**src/hw/rtl/bcle_pkg.sv**
```systemverilog
// ----------------------------------------------------------------------------
// bcle_pkg
// Shared types, register indexes and curve constants for the charge level
// estimator.
// ----------------------------------------------------------------------------
package bcle_pkg;

    // Configuration port
    localparam int CFG_INDEX_W = 4;
    localparam int CFG_DATA_W  = 16;

    localparam logic [CFG_INDEX_W-1:0] CFG_DIVIDER_RATIO     = 4'd0;
    localparam logic [CFG_INDEX_W-1:0] CFG_GAIN_TRIM         = 4'd1;
    localparam logic [CFG_INDEX_W-1:0] CFG_CHARGE_OFFSET     = 4'd2;
    localparam logic [CFG_INDEX_W-1:0] CFG_PRESENT_THRESHOLD = 4'd3;

    localparam logic [2:0]  DIVIDER_RATIO_RST     = 3'd2;
    localparam logic [10:0] GAIN_TRIM_RST         = 11'd987;
    localparam logic [7:0]  CHARGE_OFFSET_RST     = 8'd55;
    localparam logic [12:0] PRESENT_THRESHOLD_RST = 13'd2800;

    // Scaling: sense*divider*trim/1000, saturated to 15 bits
    localparam logic [25:0] SAT_LIMIT   = 26'd32768000;  // 32768 * 1000
    localparam logic [25:0] RECIP_1000  = 26'd34359738;  // floor(2^35 / 1000)
    localparam int          RECIP_SHIFT = 35;
    localparam logic [14:0] AVG_MAX     = 15'h7FFF;

    // Interpolation divide by 100
    localparam logic [9:0]  RECIP_100   = 10'd655;       // floor(2^16 / 100)
    localparam int          RECIP100_SH = 16;

    // Level constants
    localparam logic [6:0]  PCT_FULL    = 7'd100;
    localparam logic [6:0]  PCT_CHG_CAP = 7'd99;
    localparam logic [6:0]  PCT_EMPTY   = 7'd0;
    localparam logic [12:0] CURVE_TOP   = 13'd4200;

    // Curve segments, highest first. Each segment covers [lo, lo+100) and
    // rises by slope percent over it; the bottom segment spans 200 mV and
    // rises 2, which is the same as slope 1 per 100 mV.
    localparam int NUM_SEG = 11;
    localparam logic [12:0] SEG_LO [NUM_SEG] = '{
        13'd4100, 13'd4000, 13'd3900, 13'd3800, 13'd3700, 13'd3600,
        13'd3500, 13'd3400, 13'd3300, 13'd3200, 13'd3000
    };
    localparam logic [6:0] SEG_PLO [NUM_SEG] = '{
        7'd90, 7'd80, 7'd70, 7'd60, 7'd45, 7'd30, 7'd18, 7'd10, 7'd5, 7'd2, 7'd0
    };
    localparam logic [3:0] SEG_SLOPE [NUM_SEG] = '{
        4'd10, 4'd10, 4'd10, 4'd10, 4'd15, 4'd15, 4'd12, 4'd8, 4'd5, 4'd3, 4'd1
    };

    typedef struct packed {
        logic [11:0] sense_mv;
        logic        sample_ok;
        logic        charging;
        logic        charge_full;
    } bcle_in_t;

    typedef struct packed {
        logic        cell_present;
        logic [6:0]  level_pct;
        logic [14:0] average_mv;
    } bcle_out_t;

    typedef struct packed {
        logic [2:0]  divider_ratio;
        logic [10:0] gain_trim_permille;
        logic [7:0]  charge_offset_mv;
        logic [12:0] present_threshold_mv;
    } bcle_cfg_t;

    // Sequencer commands, one per datapath step
    typedef struct packed {
        logic load;
        logic mul1;
        logic mul2;
        logic recip;
        logic corr;
        logic avg;
        logic lvl1;
        logic lvl2;
        logic lvl3;
        logic fin;
    } bcle_cmd_t;

    typedef struct packed {
        logic reading_ok;
    } bcle_status_t;

endpackage

```
**src/hw/rtl/bcle_ctrl.sv**
```systemverilog
// ----------------------------------------------------------------------------
// bcle_ctrl
// Sequencer: steps the datapath through scaling, averaging and curve lookup,
// and owns both handshakes.
// ----------------------------------------------------------------------------
module bcle_ctrl (
    input  logic                    aclk,
    input  logic                    aresetn,
    input  logic                    s_valid,
    output logic                    s_ready,
    output logic                    m_valid,
    input  logic                    m_ready,
    input  bcle_pkg::bcle_status_t  status,
    output bcle_pkg::bcle_cmd_t     cmd
);
    import bcle_pkg::*;

    typedef enum logic [9:0] {
        ST_IDLE  = 10'b00_0000_0001,
        ST_MUL1  = 10'b00_0000_0010,
        ST_MUL2  = 10'b00_0000_0100,
        ST_RECIP = 10'b00_0000_1000,
        ST_CORR  = 10'b00_0001_0000,
        ST_AVG   = 10'b00_0010_0000,
        ST_LVL1  = 10'b00_0100_0000,
        ST_LVL2  = 10'b00_1000_0000,
        ST_LVL3  = 10'b01_0000_0000,
        ST_FIN   = 10'b10_0000_0000
    } state_t;

    state_t state_reg, state_next;
    logic   m_valid_reg, m_valid_next;
    logic   out_free;

    // output register can take a new result when empty or being drained
    assign out_free = !m_valid_reg || m_ready;
    assign s_ready  = (state_reg == ST_IDLE);
    assign m_valid  = m_valid_reg;

    always_comb begin
        cmd       = '0;
        cmd.load  = (state_reg == ST_IDLE) && s_valid;
        cmd.mul1  = (state_reg == ST_MUL1);
        cmd.mul2  = (state_reg == ST_MUL2);
        cmd.recip = (state_reg == ST_RECIP);
        cmd.corr  = (state_reg == ST_CORR);
        cmd.avg   = (state_reg == ST_AVG);
        cmd.lvl1  = (state_reg == ST_LVL1);
        cmd.lvl2  = (state_reg == ST_LVL2);
        cmd.lvl3  = (state_reg == ST_LVL3);
        cmd.fin   = (state_reg == ST_FIN) && out_free;
    end

    always_comb begin
        state_next   = state_reg;
        m_valid_next = m_valid_reg && !m_ready;
        unique case (state_reg)
            ST_IDLE:  if (s_valid) state_next = ST_MUL1;
            ST_MUL1:  state_next = ST_MUL2;
            ST_MUL2:  state_next = ST_RECIP;
            ST_RECIP: state_next = ST_CORR;
            ST_CORR:  state_next = ST_AVG;
            // a failed reading leaves average and level alone
            ST_AVG:   state_next = status.reading_ok ? ST_LVL1 : ST_FIN;
            ST_LVL1:  state_next = ST_LVL2;
            ST_LVL2:  state_next = ST_LVL3;
            ST_LVL3:  state_next = ST_FIN;
            ST_FIN: begin
                if (out_free) begin
                    state_next   = ST_IDLE;
                    m_valid_next = 1'b1;
                end
            end
            default:  state_next = ST_IDLE;
        endcase
    end

    always_ff @(posedge aclk) begin
        if (!aresetn) begin
            state_reg   <= ST_IDLE;
            m_valid_reg <= 1'b0;
        end else begin
            state_reg   <= state_next;
            m_valid_reg <= m_valid_next;
        end
    end

endmodule

```
**config.mk**
```make
export PLATFORM = sky130hd
export DESIGN_NAME = bcle_ctrl
export DESIGN_NICKNAME = d
export VERILOG_FILES = /design/src/hw/rtl/bcle_pkg.sv /design/src/hw/rtl/bcle_ctrl.sv
export SDC_FILE = /design/constraint.sdc
export NUM_CORES = 1
export LEC_CHECK = 0
export BUFFER_PORTS_ARGS = -buffer_cell sky130_fd_sc_hd__buf_2
export CAP_MARGIN = 25
export CORE_AREA = 2 2 39 41
export CTS_CLUSTER_SIZE = 40
export DETAILED_ROUTE_END_ITERATION = 8
export DIE_AREA = 0 0 41 43
export GPL_ROUTABILITY_DRIVEN = 0
export PLACE_DENSITY = 0.72
export SLEW_MARGIN = 40
export SYNTH_ARGS = -nofsm -noshare
export SYNTH_HDL_FRONTEND = slang
export SYNTH_SLANG_ARGS = --single-unit
```
**constraint.sdc**
```tcl
create_clock -name aclk -period 2.3 [get_ports aclk]
set_clock_uncertainty 0.2 [all_clocks]
set_input_delay 0.115 -clock aclk [delete_from_list [all_inputs] [get_ports aclk]]
set_output_delay 0.115 -clock aclk [all_outputs]
set_load 0.1 [all_outputs]
```
==> impl_metrics.prom, run 1 <==
# TYPE chip_impl_metric gauge
chip_impl_info{name="synth.largest_area_cell",value="sky130_fd_sc_hd__dfxtp_1"} 1
chip_impl_info{name="critical_path.endpoint_type",value="output pin"} 1
chip_impl_metric{name="synthCells",unit=""} 70
chip_impl_metric{name="num-nets-final",unit=""} 101
chip_impl_info{name="hold_class",value="reg -> reg"} 1
chip_impl_metric{name="sum_of_net_half_perimeters_after_detailed_placement",unit="um"} 1080
chip_impl_metric{name="die_area",unit="sq mm"} 0.00176
chip_impl_metric{name="core.rowCount",unit=""} 14
chip_impl_metric{name="post_synth_instance_area",unit="sq um"} 623
chip_impl_metric{name="powerDensity",unit="mW/mm^2"} 501
chip_impl_metric{name="first_global_vias",unit=""} 552
chip_impl_metric{name="core_region_area",unit="sq mm"} 0.00138
chip_impl_metric{name="mappedNetlistNets",unit=""} 75
chip_impl_info{name="cts_tree",value="yes"} 1
chip_impl_metric{name="post_dp_cell_area",unit="sq um"} 851
chip_impl_metric{name="synthXorXnorAreaFrac",unit=""} 0.0422
chip_impl_info{name="synthTopCellsByArea",value="sky130_fd_sc_hd__dfxtp_1 (35%), sky130_fd_sc_hd__o21ai_0 (4.0%), sky130_fd_sc_hd__and4b_2 (3.6%)"} 1
chip_impl_metric{name="grt_remaining_overflow",unit=""} 0
chip_impl_metric{name="maximum_operating_frequency",unit="GHz"} 0.448
chip_impl_metric{name="postLayoutSetupSlackWorst",unit="ns"} 0.0683
chip_impl_info{name="most_numerous_cell_in_the_yosys_netlist",value="sky130_fd_sc_hd__dfxtp_1"} 1
chip_impl_metric{name="maximum_vdd_ir_drop",unit="V"} 0.000350
chip_impl_metric{name="cts_max_path_bufs",unit=""} 2
chip_impl_metric{name="p_leak",unit="nW"} 0.397
chip_impl_metric{name="initial_antenna_violation_count",unit=""} 0
chip_impl_metric{name="post_drt_via_cell_ratio",unit=""} 5.50
chip_impl_metric{name="final_max_slew_viol_count",unit=""} 0
chip_impl_metric{name="async_flop_share",unit=""} 0
chip_impl_metric{name="synth_largest_type_area_fraction",unit=""} 0.353
chip_impl_metric{name="grt_usage",unit=""} 0.211
chip_impl_info{name="worstSetupStartpointType",value="register"} 1
chip_impl_metric{name="power.share.switching",unit=""} 0.365
chip_impl_metric{name="synthToLayoutAreaGrowth",unit="%"} 54.4
chip_impl_metric{name="post-route-drc-count",unit=""} 0
chip_impl_metric{name="synth.lib_cells_used.distinct",unit=""} 34
chip_impl_metric{name="drive_above_1_share",unit=""} 0.421
chip_impl_metric{name="dp_slack",unit="ns"} 0.282
chip_impl_metric{name="yosys_register_bits",unit=""} 11
chip_impl_metric{name="pwr-share-comb",unit=""} 0.290
chip_impl_info{name="synthFlopType",value="sky130_fd_sc_hd__dfxtp_1"} 1
chip_impl_metric{name="timing_worst_slew_pin_value",unit="ns"} 0.488
chip_impl_metric{name="postRouteWirelength",unit="um"} 1520
chip_impl_metric{name="global_route_wire_length_before_repair",unit="um"} 2430
chip_impl_metric{name="fin_crit_sh",unit=""} 0.970
chip_impl_metric{name="power",unit="mW"} 0.482
chip_impl_metric{name="synth_compound_gate_area_share",unit=""} 0.127
chip_impl_metric{name="largest_register_ff_count",unit=""} 10
chip_impl_metric{name="required_time_of_the_critical_path",unit="ns"} 1.99
chip_impl_metric{name="synthMuxAreaShare",unit=""} 0
chip_impl_metric{name="synth-edff-count",unit=""} 0
chip_impl_metric{name="antenna_cells",unit=""} 0
chip_impl_metric{name="hold_viol_final",unit=""} 0
chip_impl_info{name="clk_root_buffer_cell",value="sky130_fd_sc_hd__clkbuf_4"} 1
chip_impl_info{name="critical_path_class",value="reg -> out"} 1
chip_impl_metric{name="grt_start_max_net_pins",unit=""} 10
chip_impl_metric{name="whs",unit="ns"} 0.311
chip_impl_metric{name="synth_simple_gate_area_share",unit=""} 0.442
chip_impl_metric{name="p_switching",unit="mW"} 0.176
chip_impl_metric{name="initial_utilization",unit=""} 0.450
chip_impl_metric{name="stdcell_area",unit="sq um"} 962
chip_impl_metric{name="vias",unit=""} 610
chip_impl_info{name="main_combinational_cell_family_by_area_after_synthesis",value="simple AND/OR/NAND/NOR gates"} 1
chip_impl_metric{name="crit_path_max_fanout",unit=""} 6
chip_impl_metric{name="internal_dissipation",unit="mW"} 0.306
chip_impl_metric{name="port_buffers",unit=""} 16
chip_impl_metric{name="clock_tree.htree_level_count",unit=""} 1
chip_impl_metric{name="path_clk_slew",unit="ns"} 0.07
chip_impl_metric{name="setup_violating_endpoint_count_in_the_final_report",unit=""} 0
chip_impl_metric{name="drtPass1Iterations",unit=""} 3
chip_impl_metric{name="synth-seq-area-share",unit=""} 0.353
chip_impl_metric{name="die_width",unit="um"} 41
chip_impl_metric{name="cts-buffers-inserted",unit=""} 3
chip_impl_metric{name="share_clk_of_total_power",unit=""} 0.284
chip_impl_metric{name="post-route-min-period",unit="ns"} 2.23
chip_impl_metric{name="cap_violations",unit=""} 0
chip_impl_metric{name="avgSynthCellArea",unit="sq um"} 8.90
chip_impl_metric{name="setup_total_negative_slack",unit="ns"} 0
chip_impl_metric{name="synth-adder-area-share",unit=""} 0
chip_impl_metric{name="critPathArrivalTime",unit="ns"} 1.92
chip_impl_metric{name="avgRoutedWirePerCell",unit="um"} 13.7
chip_impl_metric{name="max_slew_margin",unit=""} 0.677
chip_impl_metric{name="clock_sink_count",unit=""} 11
chip_impl_metric{name="num_io_pins",unit=""} 17
chip_impl_metric{name="ant_nets",unit=""} 0
chip_impl_info{name="netlist_top_cells_count",value="sky130_fd_sc_hd__dfxtp_1 (11), sky130_fd_sc_hd__o21ai_0 (5)"} 1
chip_impl_metric{name="fp.dieH",unit="um"} 43
chip_impl_metric{name="share_seq_of_total_power",unit=""} 0.426
chip_impl_metric{name="worstSkewPairLatency",unit="ns"} 0.28
chip_impl_metric{name="synth_warnings",unit=""} 0
chip_impl_metric{name="dr.first_iter.drc_count",unit=""} 4
chip_impl_info{name="result_of_the_run",value="finished, final reports clean"} 1
-- worst paths after layout --
check | startpoint | end | slack [ns] | depth (start not counted)
min reg2reg | m_valid | m_valid | 0.31 | 2
max reg2reg | state_reg[5] | state_reg[5] | 0.07 | 4
min | m_valid | m_valid | 0.31 | 2
max | state_reg[5] | cmd[0] | 0.07 | 5
-- cells by family after synthesis --
logic type / Yosys count
and+or+nand+nor: 38
AOI/OAI and AO/OA: 12
DFF: 11
buffers and inverters: 6
xor gates and xnor gates: 3
-- metal layers --
metal	GRT usage	wire length, um
met5	0	0
met4	0.100	25
met1	0.261	652
met2	0.322	773
met3	0.0576	68
-- worst max-delay path, cell delays in order (launching register included) --
cell and delay, ns:
sky130_fd_sc_hd__dfxtp_2 0.36, sky130_fd_sc_hd__nor4_4 0.41, sky130_fd_sc_hd__nand3_2 0.12, sky130_fd_sc_hd__or3b_4 0.43
sky130_fd_sc_hd__nor2b_4 0.14, sky130_fd_sc_hd__buf_12 0.18
-- power groups by stage --
stage	sequential, mW	combinational (mW)	clock (mW)
2_1_floorplan	0.206	0.102	0
5_1_grt	0.207	0.149	0.146
3_3_place_gp	0.208	0.128	0
4_1_cts	0.204	0.135	0.139
6_report	0.206	0.140	0.137
3_5_place_dp	0.209	0.130	0
-- layout make-up --
class | instances | area [sq um]
multi-input cells | 53 | 444
well taps | 16 | 20.0
clock buffers | 4 | 26.3
repair buffers | 24 | 235
flip-flops and latches | 11 | 221
fillers | 110 | 422
inverters | 3 | 15.0
-- placed cells by master (no fill, tap or decap), types with 2 or more instances in the layout --
| master | Yosys | final |
|---|---|---|
| sky130_fd_sc_hd__nor4b_1 | 2 | 2 |
| sky130_fd_sc_hd__xor2_1 | 2 | 2 |
| sky130_fd_sc_hd__and3_1 | 2 | 2 |
| sky130_fd_sc_hd__dfxtp_1 | 11 | 10 |
| sky130_fd_sc_hd__buf_4 | 0 | 3 |
| sky130_fd_sc_hd__buf_2 | 0 | 9 |
| sky130_fd_sc_hd__nand3_2 | 1 | 2 |
| sky130_fd_sc_hd__clkbuf_4 | 0 | 4 |
| sky130_fd_sc_hd__nor3b_4 | 0 | 2 |
| sky130_fd_sc_hd__buf_12 | 0 | 5 |
| sky130_fd_sc_hd__nor2_1 | 3 | 3 |
| sky130_fd_sc_hd__nor4_4 | 1 | 2 |
| sky130_fd_sc_hd__dlygate4sd3_1 | 0 | 6 |
| sky130_fd_sc_hd__nor2b_1 | 3 | 2 |
| sky130_fd_sc_hd__nand2b_1 | 2 | 2 |
| sky130_fd_sc_hd__nor4_1 | 3 | 3 |
| sky130_fd_sc_hd__inv_1 | 3 | 2 |
| sky130_fd_sc_hd__nand2_1 | 2 | 2 |
| sky130_fd_sc_hd__nand3_1 | 3 | 2 |
| sky130_fd_sc_hd__o21ai_0 | 5 | 5 |
| sky130_fd_sc_hd__and4b_2 | 2 | 2 |
-- repair_timing --
item	CTS	global route
pin swaps	1	1
resized for setup	1	4
cloned	0	0
endpoints found under the setup margin	2	9
hold buffers	6	0
buffers inserted	0	1
hold endpoints to repair	6	0
-- metrics by stage --
stage | utilization | cells
final | 0.695 | 111
after global routing | 0.695 | 111
after CTS | 0.679 | 110
after detailed placement | 0.615 | 100
after global placement | 0.615 | 100
after floorplan | - | 70
(Power assumes the default switching activity.)
==> inputs of run 2 (changes only) <==
==> constraint.sdc (replaced) <==
create_clock -name aclk -period 2.5 [get_ports aclk]
set_clock_uncertainty 0.2 [all_clocks]
set_input_delay 0.125 -clock aclk [delete_from_list [all_inputs] [get_ports aclk]]
set_output_delay 0.125 -clock aclk [all_outputs]
set_load 0.1 [all_outputs]
==> run 2 against run 1 <==
Net effect:
- core utilization shrank 8.0 points
- first-iteration DRC count grew to 3.8 times the previous value
- via count grew 2.8%
- sequential share of layout area grew 2.8 points
- routed wire length shrank 5.2%
- cell count is the same
- cell area shrank 11%
- count of clock-buffer cells in the layout is the same
- global-route usage shrank 1.4 points
- worst hold slack lost 0.0037 ns
==> impl_metrics.prom, run 2 (synthesis gave the netlist of run 1 again) <==
# TYPE chip_impl_metric gauge
chip_impl_metric{name="clock_tree.htree_level_count",unit=""} 1
chip_impl_metric{name="cts-buffers-inserted",unit=""} 3
chip_impl_metric{name="num-nets-final",unit=""} 101
chip_impl_metric{name="timing_worst_slew_pin_value",unit="ns"} 0.497
chip_impl_metric{name="dp_slack",unit="ns"} 0.304
chip_impl_metric{name="core_occupancy_in_the_finished_layout",unit=""} 0.616
chip_impl_metric{name="postRouteWirelength",unit="um"} 1440
chip_impl_metric{name="core.rowCount",unit=""} 14
chip_impl_info{name="clk_root_buffer_cell",value="sky130_fd_sc_hd__clkbuf_4"} 1
chip_impl_info{name="worst_r2r_startpoint",value="state_reg[4]"} 1
chip_impl_info{name="unrepaired_setup_endpoints_after_global_routing",value="true"} 1
chip_impl_metric{name="n_fill_cell",unit=""} 117
chip_impl_metric{name="largest_register_ff_count",unit=""} 10
chip_impl_metric{name="ant_nets",unit=""} 0
chip_impl_metric{name="p_leak",unit="nW"} 0.369
chip_impl_info{name="result_of_the_run",value="finished, final reports clean"} 1
chip_impl_metric{name="initial_antenna_violation_count",unit=""} 0
chip_impl_metric{name="dpl.cell_count",unit=""} 101
chip_impl_metric{name="stdcell_area",unit="sq um"} 852
chip_impl_metric{name="vias",unit=""} 627
chip_impl_metric{name="timing.reg2reg.worst_path_depth",unit=""} 4
chip_impl_metric{name="global_route_wire_length_before_repair",unit="um"} 2340
chip_impl_metric{name="post_cts_setup_repair_buffer_count",unit=""} 0
chip_impl_metric{name="drtPass1Iterations",unit=""} 4
chip_impl_metric{name="setup_total_negative_slack",unit="ns"} 0
chip_impl_info{name="critical_path.endpoint_type",value="output pin"} 1
chip_impl_metric{name="dr.first_iter.drc_count",unit=""} 15
chip_impl_metric{name="post-route-drc-count",unit=""} 0
chip_impl_metric{name="drive_above_1_share",unit=""} 0.389
chip_impl_metric{name="power",unit="mW"} 0.430
chip_impl_metric{name="grt_remaining_overflow",unit=""} 0
chip_impl_info{name="worstSetupStartpoint",value="state_reg[4]"} 1
chip_impl_metric{name="antenna_cells",unit=""} 0
chip_impl_metric{name="required_time_of_the_critical_path",unit="ns"} 2.17
chip_impl_metric{name="whs",unit="ns"} 0.308
chip_impl_metric{name="worstSkewPairLatency",unit="ns"} 0.27
chip_impl_metric{name="multi_input_comb_area",unit="sq um"} 410
chip_impl_metric{name="regToRegSetupSlack",unit="ns"} 0.24
chip_impl_metric{name="ff_latch_area",unit="sq um"} 220
chip_impl_info{name="hold_class",value="reg -> reg"} 1
chip_impl_metric{name="sum_of_net_half_perimeters_after_detailed_placement",unit="um"} 1020
chip_impl_info{name="final_common_cell",value="sky130_fd_sc_hd__buf_2"} 1
chip_impl_metric{name="fp.dieH",unit="um"} 43
chip_impl_metric{name="die_area",unit="sq mm"} 0.00176
chip_impl_info{name="critical_path_class",value="reg -> out"} 1
chip_impl_metric{name="die_width",unit="um"} 41
chip_impl_metric{name="port_buffers",unit=""} 16
chip_impl_metric{name="maximum_operating_frequency",unit="GHz"} 0.417
chip_impl_metric{name="post-route-min-period",unit="ns"} 2.40
chip_impl_metric{name="final_max_slew_viol_count",unit=""} 0
chip_impl_metric{name="cts_max_path_bufs",unit=""} 2
chip_impl_metric{name="core_region_area",unit="sq mm"} 0.00138
chip_impl_metric{name="initial_utilization",unit=""} 0.450
chip_impl_metric{name="path_clk_slew",unit="ns"} 0.08
chip_impl_info{name="regToRegEndpoint",value="state_reg[5]"} 1
chip_impl_metric{name="final_cells",unit=""} 111
chip_impl_metric{name="grt_usage",unit=""} 0.197
chip_impl_metric{name="num_io_pins",unit=""} 17
chip_impl_metric{name="clock_sink_count",unit=""} 11
chip_impl_metric{name="hold_viol_final",unit=""} 0
chip_impl_metric{name="avgRoutedWirePerCell",unit="um"} 13.0
chip_impl_metric{name="powerDensity",unit="mW/mm^2"} 505
chip_impl_info{name="worstSetupStartpointType",value="register"} 1
chip_impl_metric{name="grt_start_max_net_pins",unit=""} 9
chip_impl_metric{name="post_drt_via_cell_ratio",unit=""} 5.65
chip_impl_metric{name="post_dp_cell_area",unit="sq um"} 761
chip_impl_metric{name="first_global_vias",unit=""} 549
chip_impl_info{name="mostFrequentLayoutCells",value="sky130_fd_sc_hd__buf_2 (14), sky130_fd_sc_hd__dfxtp_1 (11), sky130_fd_sc_hd__dlygate4sd3_1 (6)"} 1
chip_impl_info{name="cts_tree",value="yes"} 1
chip_impl_metric{name="cap_violations",unit=""} 0
chip_impl_metric{name="fin_crit_sh",unit=""} 0.959
chip_impl_metric{name="max_slew_margin",unit=""} 0.671
chip_impl_metric{name="maximum_vdd_ir_drop",unit="V"} 0.000357
chip_impl_metric{name="crit_path_max_fanout",unit=""} 6
chip_impl_metric{name="synthToLayoutAreaGrowth",unit="%"} 36.7
chip_impl_info{name="crit_end",value="cmd[0]"} 1
chip_impl_metric{name="setup_violating_endpoint_count_in_the_final_report",unit=""} 0
chip_impl_metric{name="postLayoutSetupSlackWorst",unit="ns"} 0.103
chip_impl_metric{name="critPathArrivalTime",unit="ns"} 2.07
==> run 2: cell type report <==
class,instances,area share
Multi-Input combinational cell,53,0.482
Sequential cell,11,0.258
Timing Repair Buffer,24,0.188
Clock buffer,4,0.0308
Tap cell,16,0.0235
Inverter,3,0.0176
==> run 2: report_power, final <==
group	internal [mW]	total [mW]	switching, mW
sequential	0.179	0.187	0.00764
combinational	0.0342	0.120	0.0861
clock	0.0616	0.123	0.0610
==> run 2: worst min-delay path by stage <==
stage               cells past startpoint            to  startpoint
floorplan                               1  state_reg[8]     aresetn
global placement                        2  state_reg[6]      status
detailed placement                      2  state_reg[6]      status
CTS                                     2       m_valid     m_valid
global route                            2       m_valid     m_valid
finish                                  2       m_valid     m_valid
==> run 2: critical path, stage by stage, from the launching register on <==
cell and delay (ns):
sky130_fd_sc_hd__dfxtp_1 0.38, sky130_fd_sc_hd__nor4_4 0.45, sky130_fd_sc_hd__nand3_2 0.12, sky130_fd_sc_hd__or3b_1 0.42
sky130_fd_sc_hd__nor2b_2 0.12, sky130_fd_sc_hd__clkbuf_4 0.33
==> run 2: metal layers <==
layer  routed length, um  up-vias  part of all wire  global-route usage
li1                    -      310                 -                   -
met2                 719       17              0.50               0.303
met4                  17        0             0.012              0.0800
met5                   0        -                 0                   0
met3                  79        2             0.055              0.0471
met1                 622      298              0.43               0.252
==> run 2: timing repair <==
action | in CTS | in global routing
endpoints found under the hold margin | 6 | 0
resized for setup | 0 | 2
endpoints found under the setup margin | 0 | 2
hold buffers | 6 | 0
