File: src/hw/rtl/bcle_pkg.sv
// ----------------------------------------------------------------------------
// bcle_pkg
// Shared types, register indexes and curve constants for the charge level
// estimator.
// ----------------------------------------------------------------------------
package bcle_pkg;

    // Configuration port
    localparam int CFG_INDEX_W = 4;
    localparam int CFG_DATA_W  = 16;

    localparam logic [CFG_INDEX_W-1:0] CFG_DIVIDER_RATIO     = 4'd0;
    localparam logic [CFG_INDEX_W-1:0] CFG_GAIN_TRIM         = 4'd1;
    localparam logic [CFG_INDEX_W-1:0] CFG_CHARGE_OFFSET     = 4'd2;
    localparam logic [CFG_INDEX_W-1:0] CFG_PRESENT_THRESHOLD = 4'd3;

    localparam logic [2:0]  DIVIDER_RATIO_RST     = 3'd2;
    localparam logic [10:0] GAIN_TRIM_RST         = 11'd987;
    localparam logic [7:0]  CHARGE_OFFSET_RST     = 8'd55;
    localparam logic [12:0] PRESENT_THRESHOLD_RST = 13'd2800;

    // Scaling: sense*divider*trim/1000, saturated to 15 bits
    localparam logic [25:0] SAT_LIMIT   = 26'd32768000;  // 32768 * 1000
    localparam logic [25:0] RECIP_1000  = 26'd34359738;  // floor(2^35 / 1000)
    localparam int          RECIP_SHIFT = 35;
    localparam logic [14:0] AVG_MAX     = 15'h7FFF;

    // Interpolation divide by 100
    localparam logic [9:0]  RECIP_100   = 10'd655;       // floor(2^16 / 100)
    localparam int          RECIP100_SH = 16;

    // Level constants
    localparam logic [6:0]  PCT_FULL    = 7'd100;
    localparam logic [6:0]  PCT_CHG_CAP = 7'd99;
    localparam logic [6:0]  PCT_EMPTY   = 7'd0;
    localparam logic [12:0] CURVE_TOP   = 13'd4200;

    // Curve segments, highest first. Each segment covers [lo, lo+100) and
    // rises by slope percent over it; the bottom segment spans 200 mV and
    // rises 2, which is the same as slope 1 per 100 mV.
    localparam int NUM_SEG = 11;
    localparam logic [12:0] SEG_LO [NUM_SEG] = '{
        13'd4100, 13'd4000, 13'd3900, 13'd3800, 13'd3700, 13'd3600,
        13'd3500, 13'd3400, 13'd3300, 13'd3200, 13'd3000
    };
    localparam logic [6:0] SEG_PLO [NUM_SEG] = '{
        7'd90, 7'd80, 7'd70, 7'd60, 7'd45, 7'd30, 7'd18, 7'd10, 7'd5, 7'd2, 7'd0
    };
    localparam logic [3:0] SEG_SLOPE [NUM_SEG] = '{
        4'd10, 4'd10, 4'd10, 4'd10, 4'd15, 4'd15, 4'd12, 4'd8, 4'd5, 4'd3, 4'd1
    };

    typedef struct packed {
        logic [11:0] sense_mv;
        logic        sample_ok;
        logic        charging;
        logic        charge_full;
    } bcle_in_t;

    typedef struct packed {
        logic        cell_present;
        logic [6:0]  level_pct;
        logic [14:0] average_mv;
    } bcle_out_t;

    typedef struct packed {
        logic [2:0]  divider_ratio;
        logic [10:0] gain_trim_permille;
        logic [7:0]  charge_offset_mv;
        logic [12:0] present_threshold_mv;
    } bcle_cfg_t;

    // Sequencer commands, one per datapath step
    typedef struct packed {
        logic load;
        logic mul1;
        logic mul2;
        logic recip;
        logic corr;
        logic avg;
        logic lvl1;
        logic lvl2;
        logic lvl3;
        logic fin;
    } bcle_cmd_t;

    typedef struct packed {
        logic reading_ok;
    } bcle_status_t;

endpackage

File: src/hw/rtl/bcle_cfg.sv
// ----------------------------------------------------------------------------
// bcle_cfg
// Configuration register file, written over its own valid/ready channel.
// ----------------------------------------------------------------------------
module bcle_cfg (
    input  logic                             aclk,
    input  logic                             aresetn,
    input  logic                             cfg_valid,
    output logic                             cfg_ready,
    input  logic [bcle_pkg::CFG_INDEX_W-1:0] cfg_index,
    input  logic [bcle_pkg::CFG_DATA_W-1:0]  cfg_data,
    output bcle_pkg::bcle_cfg_t              cfg
);
    import bcle_pkg::*;

    bcle_cfg_t cfg_reg;
    bcle_cfg_t cfg_next;

    assign cfg_ready = 1'b1;
    assign cfg       = cfg_reg;

    always_comb begin
        cfg_next = cfg_reg;
        if (cfg_valid) begin
            unique case (cfg_index)
                CFG_DIVIDER_RATIO:     cfg_next.divider_ratio        = cfg_data[2:0];
                CFG_GAIN_TRIM:         cfg_next.gain_trim_permille   = cfg_data[10:0];
                CFG_CHARGE_OFFSET:     cfg_next.charge_offset_mv     = cfg_data[7:0];
                CFG_PRESENT_THRESHOLD: cfg_next.present_threshold_mv = cfg_data[12:0];
                default: ;  // unmapped index, write dropped
            endcase
        end
    end

    always_ff @(posedge aclk) begin
        if (!aresetn) begin
            cfg_reg.divider_ratio        <= DIVIDER_RATIO_RST;
            cfg_reg.gain_trim_permille   <= GAIN_TRIM_RST;
            cfg_reg.charge_offset_mv     <= CHARGE_OFFSET_RST;
            cfg_reg.present_threshold_mv <= PRESENT_THRESHOLD_RST;
        end else begin
            cfg_reg <= cfg_next;
        end
    end

endmodule

File: config.mk
export PLATFORM = sky130hd
export DESIGN_NAME = bcle_cfg
export DESIGN_NICKNAME = d
export VERILOG_FILES = /design/src/hw/rtl/bcle_pkg.sv /design/src/hw/rtl/bcle_cfg.sv
export SDC_FILE = /design/constraint.sdc
export NUM_CORES = 1
export LEC_CHECK = 0
export ABC_AREA = 1
export BUFFER_PORTS_ARGS = -buffer_cell sky130_fd_sc_hd__buf_2
export CORE_MARGIN = 2
export CORE_UTILIZATION = 44
export CTS_BUF_LIST = sky130_fd_sc_hd__clkbuf_4 sky130_fd_sc_hd__clkbuf_8 sky130_fd_sc_hd__clkbuf_16
export DETAILED_ROUTE_END_ITERATION = 16
export PLACE_DENSITY = 0.72
export RECOVER_POWER = 50
export SKIP_LAST_GASP = 1
export SYNTH_ARGS = -nofsm -noshare
export SYNTH_HDL_FRONTEND = slang
export SYNTH_SLANG_ARGS = --single-unit
export TNS_END_PERCENT = 100
File: constraint.sdc
create_clock -name aclk -period 2.2 [get_ports aclk]
set_input_delay 0.11 -clock aclk [delete_from_list [all_inputs] [get_ports aclk]]
set_output_delay 0.11 -clock aclk [all_outputs]
set_load 0.02 [all_outputs]
==> impl_metrics.env, run 1 <==
export IMPL_outcome="finished, final reports clean"
export IMPL_place_inst=313
export IMPL_cts_sinks=35
export IMPL_arrival_ns=1.63
export IMPL_synthCells=227
export IMPL_ys_ff_latch=35
export IMPL_synth_seq_area_share_pct=43.5
export IMPL_min_to="cfg[11]"
export IMPL_min_from="cfg_data[11]"
export IMPL_min_period_ns=1.35
export IMPL_max_stage_delay_ns=0.56
export IMPL_coreArea_sq_um=3420
export IMPL_dp_slack_ns=0.744
export IMPL_cp_max_fo=13
export IMPL_largest_reg_flops=35
export IMPL_crit_type="primary input to register"
export IMPL_r2r_start="cfg[8]"
export IMPL_dp_hpwl_mm=2.52
export IMPL_drt_iter0_markers=67
export IMPL_drt_first_pass_iters=4
export IMPL_ctsResizeCount=0
export IMPL_grt_pass1_vias=1301
export IMPL_p_leak_uw=0.000934
export IMPL_cts_root_buffer="clkbuf_4"
export IMPL_wirelength_mm=3.64
export IMPL_pwr_density_cell_nw_per_um2=619
export IMPL_fmax_mhz=738
export IMPL_cts_made_buffers=5
export IMPL_end_kind="register"
export IMPL_cts_tree="built"
export IMPL_n_antenna_cell=0
export IMPL_path_cells="buf_2, nor2_1, nand3_1, nand2_1, inv_1, nor2_1"
export IMPL_die_y_um=64.5
export IMPL_setup_ws_ns=0.845
export IMPL_synthesis_area_sq_um=1610
export IMPL_nets=297
export IMPL_synth_warnings=0
export IMPL_period_share_pct=61.6
export IMPL_nFillCells=376
export IMPL_worst_slew_pin_slew_ns=0.682
export IMPL_worstRegToRegCells=4
export IMPL_rows=21
export IMPL_finalSetupViolCount=0
export IMPL_clock_latency_ns=0.33
export IMPL_synthesis_nets=250
export IMPL_synth_area_per_cell_sq_um=7.09
export IMPL_gp_congestion=0.732
export IMPL_post_cts_buffers=0
export IMPL_slew_violations=0
export IMPL_yosysTopAreaCell="dfxtp_1"
export IMPL_seq_area_sq_um=701
export IMPL_grt_usage_pct=18.3
export IMPL_grt_pass1_wl_mm=5.93
export IMPL_crit_path_top_delay_cell="nand3_1"
export IMPL_io_buffer_count=54
export IMPL_antenna_found_initial=0
export IMPL_viasPerCell=4.80
export IMPL_start_util_pct=47.1
export IMPL_yosys_top_cells_area="dfxtp_1, nand4_1, nand2_1"
export IMPL_hold_viol=0
export IMPL_overflow=0
export IMPL_postCtsHoldBufs=0
export IMPL_min_path_cells=3
export IMPL_cpMostUsedCell="nor2_1"
export IMPL_drive_gt1_share_pct=13.5
export IMPL_cts_buffer_depth=2
export IMPL_rsz0062_at_grt="false"
export IMPL_cap_violations=0
export IMPL_final_common_cell="nand2_1"
export IMPL_r2r_end="cfg[8]"
export IMPL_fp_dieW_um=64.5
export IMPL_multi_input_area_sq_um=618
export IMPL_vias=1536
export IMPL_required_ns=2.48
export IMPL_stdcell_count=320
export IMPL_fin_hold_ws_ns=0.0380
export IMPL_dieArea_sq_um=4160
export IMPL_pin_count=59
export IMPL_syn_to_final_growth_pct=15.3
export IMPL_antenna_left=0
export IMPL_drcViolationCount=0
export IMPL_r2r_slack_ns=1.52
export IMPL_htreeDepth=2
export IMPL_routedWlPerCell_um=11.4
export IMPL_hold_class="primary input to register"
export IMPL_synth_distinct_cells=16
export IMPL_synth_top_area_share_pct=43.5
export IMPL_peakVddDrop_mv=0.349
export IMPL_clk_pin_slew_ns=0.11
export IMPL_maxSlewHeadroom_pct=54.3
export IMPL_fin_tns_setup_ns=0
export IMPL_layout_common_cells="nand2_1, inv_1, nand4_1, dfxtp_1, clkbuf_1"
export IMPL_setup_worst_path_start_class="primary input"
export IMPL_grt_max_degree=36
export IMPL_skew_ns=0
-- through the flow --
step | utilization, % | cell area, sq um | power [uW]
floorplan | - | 1610 | 774
global placement | 54.1 | 1850 | 814
detailed placement | 54.1 | 1850 | 816
CTS | 55.7 | 1900 | 1170
global route | 54.3 | 1860 | 1210
finish | 54.3 | 1860 | 1150
-- worst max path at each step --
stage	startpoint	to	slack, ns
floorplan	cfg_index[3]	cfg[10]	1.35
global route	cfg_index[3]	cfg[8]	0.68
detailed placement	cfg_index[1]	cfg[25]	0.74
finish	cfg_index[3]	cfg[8]	0.85
global placement	cfg_index[1]	cfg[30]	0.77
CTS	cfg_index[1]	cfg[25]	1.11
-- worst max-delay path: cells and delay by family --
family,cells,cell delay [ns]
and+or+nand+nor,4,1.37
buffers and inverters,2,0.15
-- where the power goes --
part,internal [uW],switching (uW),total [uW]
logic,41.0,101,142
registers,647,6.92,654
clock network,148,203,351
-- synth_stat cells, drive strengths merged --
master,number
inv,44
nand2,52
clkbuf,4
nor2,18
conb,1
nand3,24
buf,13
dfxtp,35
clkinv,1
nand4,35
-- area by class of cell --
cell class                      count  area share [%]
Sequential cell                    35            37.8
Multi-Input combinational cell    130            33.3
Timing Repair Buffer               57            13.6
Inverter                           45            9.17
Tap cell                           46            3.10
Clock buffer                        6            2.76
Clock inverter                      1           0.270
-- routing by layer --
| metal | global-route usage, % | routed length (um) | vias to the layer above |
|---|---|---|---|
| li1 | - | - | 814 |
| met1 | 25.2 | 1720 | 660 |
| met2 | 27.2 | 1560 | 55 |
| met3 | 6.08 | 322 | 7 |
| met4 | 5.59 | 40 | 0 |
| met5 | 0 | 0 | - |
-- kinds of logic after synthesis --
family                 share of synthesized area [%]
DFF                                             43.5
and+or+nand+nor                                 38.6
other                                          0.233
buffers and inverters                           17.6
Note: power is estimated with default switching activity, not from simulation.
==> inputs of run 2 (changes only) <==
--- a/config.mk
+++ b/config.mk
@@ -11,7 +11,7 @@
 export CORE_UTILIZATION = 44
 export CTS_BUF_LIST = sky130_fd_sc_hd__clkbuf_4 sky130_fd_sc_hd__clkbuf_8 sky130_fd_sc_hd__clkbuf_16
 export DETAILED_ROUTE_END_ITERATION = 16
-export PLACE_DENSITY = 0.72
+export PLACE_DENSITY = 0.75
 export RECOVER_POWER = 50
 export SKIP_LAST_GASP = 1
 export SYNTH_ARGS = -nofsm -noshare
==> constraint.sdc (replaced) <==
create_clock -name aclk -period 1.23 [get_ports aclk]
set_input_delay 0.0615 -clock aclk [delete_from_list [all_inputs] [get_ports aclk]]
set_output_delay 0.0615 -clock aclk [all_outputs]
set_load 0.02 [all_outputs]
==> run 2 against run 1 <==
Net effect:
- die area stayed put
- cell area is 8.1% higher
- register-to-register slack worse by 0.92 ns
- wire length is 2.8% higher
- clock-buffer cell count is 2 higher
- sequential power is 79% higher
- hold slack worse by 0.016 ns
- critical path type is now register to primary output
- highest routed layer unchanged
==> impl_metrics.env, run 2 (synthesis gave the netlist of run 1 again) <==
export IMPL_routedWlPerCell_um=11.3
export IMPL_fp_dieW_um=64.5
export IMPL_crit_type="register to primary output"
export IMPL_hold_viol=0
export IMPL_gp_congestion=0.793
export IMPL_crit_family="flip-flops"
export IMPL_peakVddDrop_mv=0.876
export IMPL_layout_common_cells="buf_2, nand2_1, inv_1, nand4_1, dfxtp_1"
export IMPL_die_y_um=64.5
export IMPL_power_switching_uw=572
export IMPL_n_antenna_cell=0
export IMPL_cts_sinks=35
export IMPL_required_ns=1.17
export IMPL_grt_pass1_wl_mm=6.21
export IMPL_drt_first_pass_iters=4
export IMPL_hold_class="primary input to register"
export IMPL_setup_worst_path_start_class="register"
export IMPL_end_kind="primary output"
export IMPL_final_common_cell="buf_2"
export IMPL_rsz0062_at_grt="false"
export IMPL_clk_pin_slew_ns=0.10
export IMPL_nets=307
export IMPL_setup_ws_ns=0.292
export IMPL_maxSlewHeadroom_pct=64.6
export IMPL_coreArea_sq_um=3420
export IMPL_max_stage_delay_ns=0.37
export IMPL_dp_slack_ns=0.104
export IMPL_place_inst=320
export IMPL_vias=1559
export IMPL_worst_slew_pin_slew_ns=0.532
export IMPL_antenna_left=0
export IMPL_post_cts_buffers=0
export IMPL_cts_buffer_depth=2
export IMPL_cts_made_buffers=5
export IMPL_clock_latency_ns=0.33
export IMPL_skew_ns=0
export IMPL_antenna_found_initial=0
export IMPL_arrival_ns=0.88
export IMPL_outcome="finished, final reports clean"
export IMPL_min_period_ns=0.938
export IMPL_grt_pass1_vias=1391
export IMPL_stdcell_count=331
export IMPL_p_clk_share_pct=33.3
export IMPL_ctsResizeCount=0
export IMPL_grt_max_degree=36
export IMPL_internal_power_uw=1620
export IMPL_rows=21
export IMPL_grt_usage_pct=19.1
export IMPL_period_share_pct=76.3
export IMPL_crit_path_top_delay_cell="dfxtp_1"
export IMPL_dieArea_sq_um=4160
export IMPL_overflow=0
export IMPL_start_util_pct=47.1
export IMPL_syn_to_final_growth_pct=24.6
export IMPL_path_cells="buf_2"
export IMPL_io_buffer_count=54
export IMPL_fmax_mhz=1070
export IMPL_cts_tree="built"
export IMPL_power_frac_comb_pct=13.3
export IMPL_drt_iter0_markers=82
export IMPL_slew_violations=0
export IMPL_fin_hold_ws_ns=0.0216
export IMPL_pin_count=59
export IMPL_path_buf_inv=1
export IMPL_dp_hpwl_mm=2.57
export IMPL_cp_max_fo=2
export IMPL_cts_root_buffer="clkbuf_4"
export IMPL_swShare_pct=26.1
export IMPL_cap_violations=0
export IMPL_place_area_sq_um=1910
export IMPL_p_seq_share_pct=53.4
export IMPL_drcViolationCount=0
export IMPL_largest_reg_flops=35
export IMPL_viasPerCell=4.71
export IMPL_p_leak_uw=0.00106
export IMPL_htreeDepth=2
export IMPL_wirelength_mm=3.74
export IMPL_fin_tns_setup_ns=0
export IMPL_pwr_density_cell_nw_per_um2=1090
export IMPL_drive_gt1_share_pct=25.6
export IMPL_finalSetupViolCount=0
export IMPL_fin_area_sq_um=2010
[run 2: cell count changes in the layout (fill, tap and decap cells not counted), sizes merged]
| cell | previous run | this run |
|---|---|---|
| dlygate4sd3 | 0 | 3 |
| clkinv | 2 | 1 |
| buf | 27 | 61 |
| clkbuf | 36 | 11 |
[run 2: repair_timing]
action,CTS,global route
endpoints found under the hold margin,3,0
setup endpoints to repair,0,0
hold buffers,3,0
[run 2: layout make-up]
cell class,instances,area (sq um)
fill,355,1410
timing repair buffer,67,379
tap,46,57.6
sequential,35,701
clock buffer,8,72.6
inverter,45,170
multi-input combinational,130,626
[run 2: metrics by stage]
stage	power (uW)	utilization, %
detailed placement	1480	56.0
CTS	2220	59.0
global route	2310	58.7
global placement	1480	56.0
floorplan	1380	-
finish	2190	58.7
[run 2: final timing paths]
| check | startpoint | endpoint | slack, ns | cells past startpoint |
|---|---|---|---|---|
| max reg2reg | cfg[26] | cfg[26] | 0.60 | 4 |
| min reg2reg | cfg[4] | cfg[4] | 0.46 | 2 |
| min | cfg_data[2] | cfg[15] | 0.02 | 3 |
| max | cfg[33] | cfg[33] | 0.29 | 1 |
[run 2: layer usage]
| metal | wire [um] | GRT usage (%) | up-vias |
|---|---|---|---|
| met5 | 0 | 0 | - |
| met4 | 13 | 5.32 | 0 |
| met3 | 285 | 6.25 | 2 |
| met2 | 1730 | 30.2 | 56 |
| met1 | 1710 | 24.9 | 667 |
| li1 | - | - | 834 |
[run 2: power groups by stage]
stage / registers [uW] / clock network, uW / logic [uW]
6_report: 1170 / 729 / 290
5_1_grt: 1170 / 815 / 322
4_1_cts: 1170 / 755 / 291
3_5_place_dp: 1200 / 0 / 282
3_3_place_gp: 1200 / 0 / 280
2_1_floorplan: 1230 / 0 / 156
==> inputs of run 3 (changes only) <==
--- a/config.mk
+++ b/config.mk
@@ -5,13 +5,13 @@
 export SDC_FILE = /design/constraint.sdc
 export NUM_CORES = 1
 export LEC_CHECK = 0
-export ABC_AREA = 1
+export ABC_AREA = 0
 export BUFFER_PORTS_ARGS = -buffer_cell sky130_fd_sc_hd__buf_2
 export CORE_MARGIN = 2
 export CORE_UTILIZATION = 44
 export CTS_BUF_LIST = sky130_fd_sc_hd__clkbuf_4 sky130_fd_sc_hd__clkbuf_8 sky130_fd_sc_hd__clkbuf_16
 export DETAILED_ROUTE_END_ITERATION = 16
-export PLACE_DENSITY = 0.75
+export PLACE_DENSITY = 0.74
 export RECOVER_POWER = 50
 export SKIP_LAST_GASP = 1
 export SYNTH_ARGS = -nofsm -noshare
==> constraint.sdc (replaced) <==
create_clock -name aclk -period 0.96 [get_ports aclk]
set_input_delay 0.048 -clock aclk [delete_from_list [all_inputs] [get_ports aclk]]
set_output_delay 0.048 -clock aclk [all_outputs]
set_load 0.02 [all_outputs]
==> run 3 against run 2 <==
Net effect:
- clock skew stayed put
- sequential share of layout area decreased by 0.81 points
- power rose by 31%
- cell count is 18% lower
- critical path depth did not move
- global-route usage up 0.15 points
- first-iteration DRC count is 26% lower
- non-clock buffer count increased by 15
- hold slack better by 0.058 ns
- worst setup slack worse by 0.25 ns
- clock-buffer cell count down 2
==> impl_metrics.env, run 3 <==
export IMPL_finalPower_uw=2880
export IMPL_synthFlopType="dfxtp_1"
export IMPL_grt_max_degree=24
export IMPL_antenna_found_initial=0
export IMPL_setup_worst_path_start_class="register"
export IMPL_start_util_pct=47.3
export IMPL_grt_usage_pct=19.2
export IMPL_fin_tns_setup_ns=0
export IMPL_synth_edf_count=0
export IMPL_arrival_ns=0.87
export IMPL_syn_to_final_growth_pct=39.9
export IMPL_grt_pass1_vias=1208
export IMPL_fmax_mhz=1080
export IMPL_htreeDepth=2
export IMPL_ys_ff_latch=35
export IMPL_period_share_pct=96.1
export IMPL_rows=20
export IMPL_drcViolationCount=0
export IMPL_routedWlPerCell_um=12.6
export IMPL_nets=251
export IMPL_min_period_ns=0.922
export IMPL_pin_count=59
export IMPL_crit_type="register to primary output"
export IMPL_layout_common_cells="buf_2, dfxtp_1, mux2i_1, nor2b_1, nand2_1"
export IMPL_synth_distinct_cells=21
export IMPL_cts_root_buffer="clkbuf_4"
export IMPL_io_buffer_count=54
export IMPL_crit_path_top_delay_cell="dfxtp_1"
export IMPL_cp_max_fo=2
export IMPL_synth_area_per_cell_sq_um=9.78
export IMPL_finalSetupViolCount=0
export IMPL_setup_ws_ns=0.0377
export IMPL_required_ns=0.91
export IMPL_synth_most_common_cell="dfxtp_1"
export IMPL_die_y_um=61.8
export IMPL_hold_class="primary input to register"
export IMPL_post_cts_buffers=0
export IMPL_cts_tree="built"
export IMPL_synth_commonest_cells="dfxtp_1, mux2i_1, nand2_1, nor2b_1, a21oi_1"
export IMPL_path_buf_inv=1
export IMPL_place_inst=252
export IMPL_dieArea_sq_um=3810
export IMPL_peakVddDrop_mv=1.07
export IMPL_largest_reg_flops=35
export IMPL_synth_top_area_share_pct=47.7
export IMPL_synth_seq_area_share_pct=47.7
export IMPL_fp_dieW_um=61.8
export IMPL_end_kind="primary output"
export IMPL_wirelength_mm=3.43
export IMPL_synth_warnings=0
export IMPL_cts_sinks=35
export IMPL_yosysTopAreaCell="dfxtp_1"
export IMPL_clock_latency_ns=0.34
export IMPL_p_leak_uw=0.000901
export IMPL_n_antenna_cell=0
export IMPL_coreArea_sq_um=3100
export IMPL_stdcell_count=273
export IMPL_nFillCells=287
export IMPL_hold_viol=0
export IMPL_pwr_density_cell_nw_per_um2=1400
export IMPL_vias=1250
export IMPL_cts_made_buffers=5
export IMPL_synth_async_reset_ratio_pct=0
export IMPL_drt_iter0_markers=61
export IMPL_path_cells="buf_2"
export IMPL_synthesis_area_sq_um=1470
export IMPL_cap_violations=0
export IMPL_cts_buffer_depth=2
export IMPL_max_stage_delay_ns=0.36
export IMPL_slew_violations=0
export IMPL_dp_slack_ns=-0.133
export IMPL_drt_first_pass_iters=3
export IMPL_crit_family="flip-flops"
export IMPL_final_common_cell="buf_2"
export IMPL_skew_ns=0
export IMPL_yosys_top_cells_area="dfxtp_1, mux2i_1, nor2b_1"
export IMPL_overflow=0
export IMPL_grt_pass1_wl_mm=5.29
export IMPL_synthesis_nets=173
export IMPL_outcome="finished, final reports clean"
export IMPL_viasPerCell=4.58
export IMPL_clk_pin_slew_ns=0.11
export IMPL_rsz0062_at_grt="false"
export IMPL_gp_congestion=0.741
export IMPL_drive_gt1_share_pct=28.8
export IMPL_synthCells=150
export IMPL_dp_hpwl_mm=2.51
export IMPL_antenna_left=0
run 3: cell count changes in the layout (fill, tap and decap cells not counted), moves of 10 or more:
cell / previous run / this run
inv_1: 44 / 1
nand4_1: 35 / 1
mux2i_1: 0 / 30
nand2_1: 52 / 25
nor2b_1: 0 / 25
nand3_1: 22 / 1
nor2_1: 17 / 1
buf_2: 53 / 41
dlygate4sd3_1: 3 / 13
run 3: power by group:
part           switching (uW)  internal (uW)  leakage [uW]
clock network             491            615     0.0000482
registers                9.68           1470      0.000283
logic                     145            146      0.000570
run 3: metal layers:
layer	share of wire (%)	global-route usage [%]
met5	0	0
met4	1.6	8.21
met3	5.3	5.80
met2	50	32.5
met1	44	22.6
run 3: kinds of logic (layout without fill, tap and decap cells):
logic type / after synthesis / in the layout / share of synthesized area [%]
mux: 30 / 30 / 20.5
other cells: 1 / 1 / 0.256
compound gates: 9 / 9 / 3.24
simple gates: 63 / 63 / 24.1
flops: 35 / 35 / 47.7
buf+inv: 12 / 91 / 4.18
run 3: tightest hold or removal path, delay by kind of cell:
kind          cells  cell delay [ns]
mux               1             0.06
simple gates      1             0.09
buf+inv           1             0.17
run 3: timing repair:
action / CTS / global route
hold buffers: 13 / 0
setup endpoints to repair: 0 / 6
endpoints found under the hold margin: 25 / 0
gates resized for setup: 0 / 6
run 3: worst paths after layout:
check	startpoint	endpoint	slack [ns]	cells after the start
hold reg to reg	cfg[10]	cfg[10]	0.47	2
setup / recovery	cfg[34]	cfg[34]	0.04	1
setup reg to reg	cfg[18]	cfg[18]	0.20	3
hold / removal	aresetn	cfg[26]	0.08	3
run 3: layout make-up:
class	count	area, sq um	area share (%)
Tap cell	44	55.1	2.68
Multi-Input combinational cell	103	697	33.9
Clock buffer	6	51.3	2.50
Clock inverter	2	35.0	1.71
Inverter	1	3.75	0.183
Sequential cell	35	701	34.1
Timing Repair Buffer	82	510	24.9
run 3: per-stage QoR:
stage	hold WS (ns)	util (%)	area [sq um]
after floorplan	0.190	-	1470
after global placement	0.297	60.4	1870
after detailed placement	0.312	60.4	1870
after CTS	0.0763	67.3	2090
after global routing	0.103	66.2	2050
final	0.0801	66.2	2050
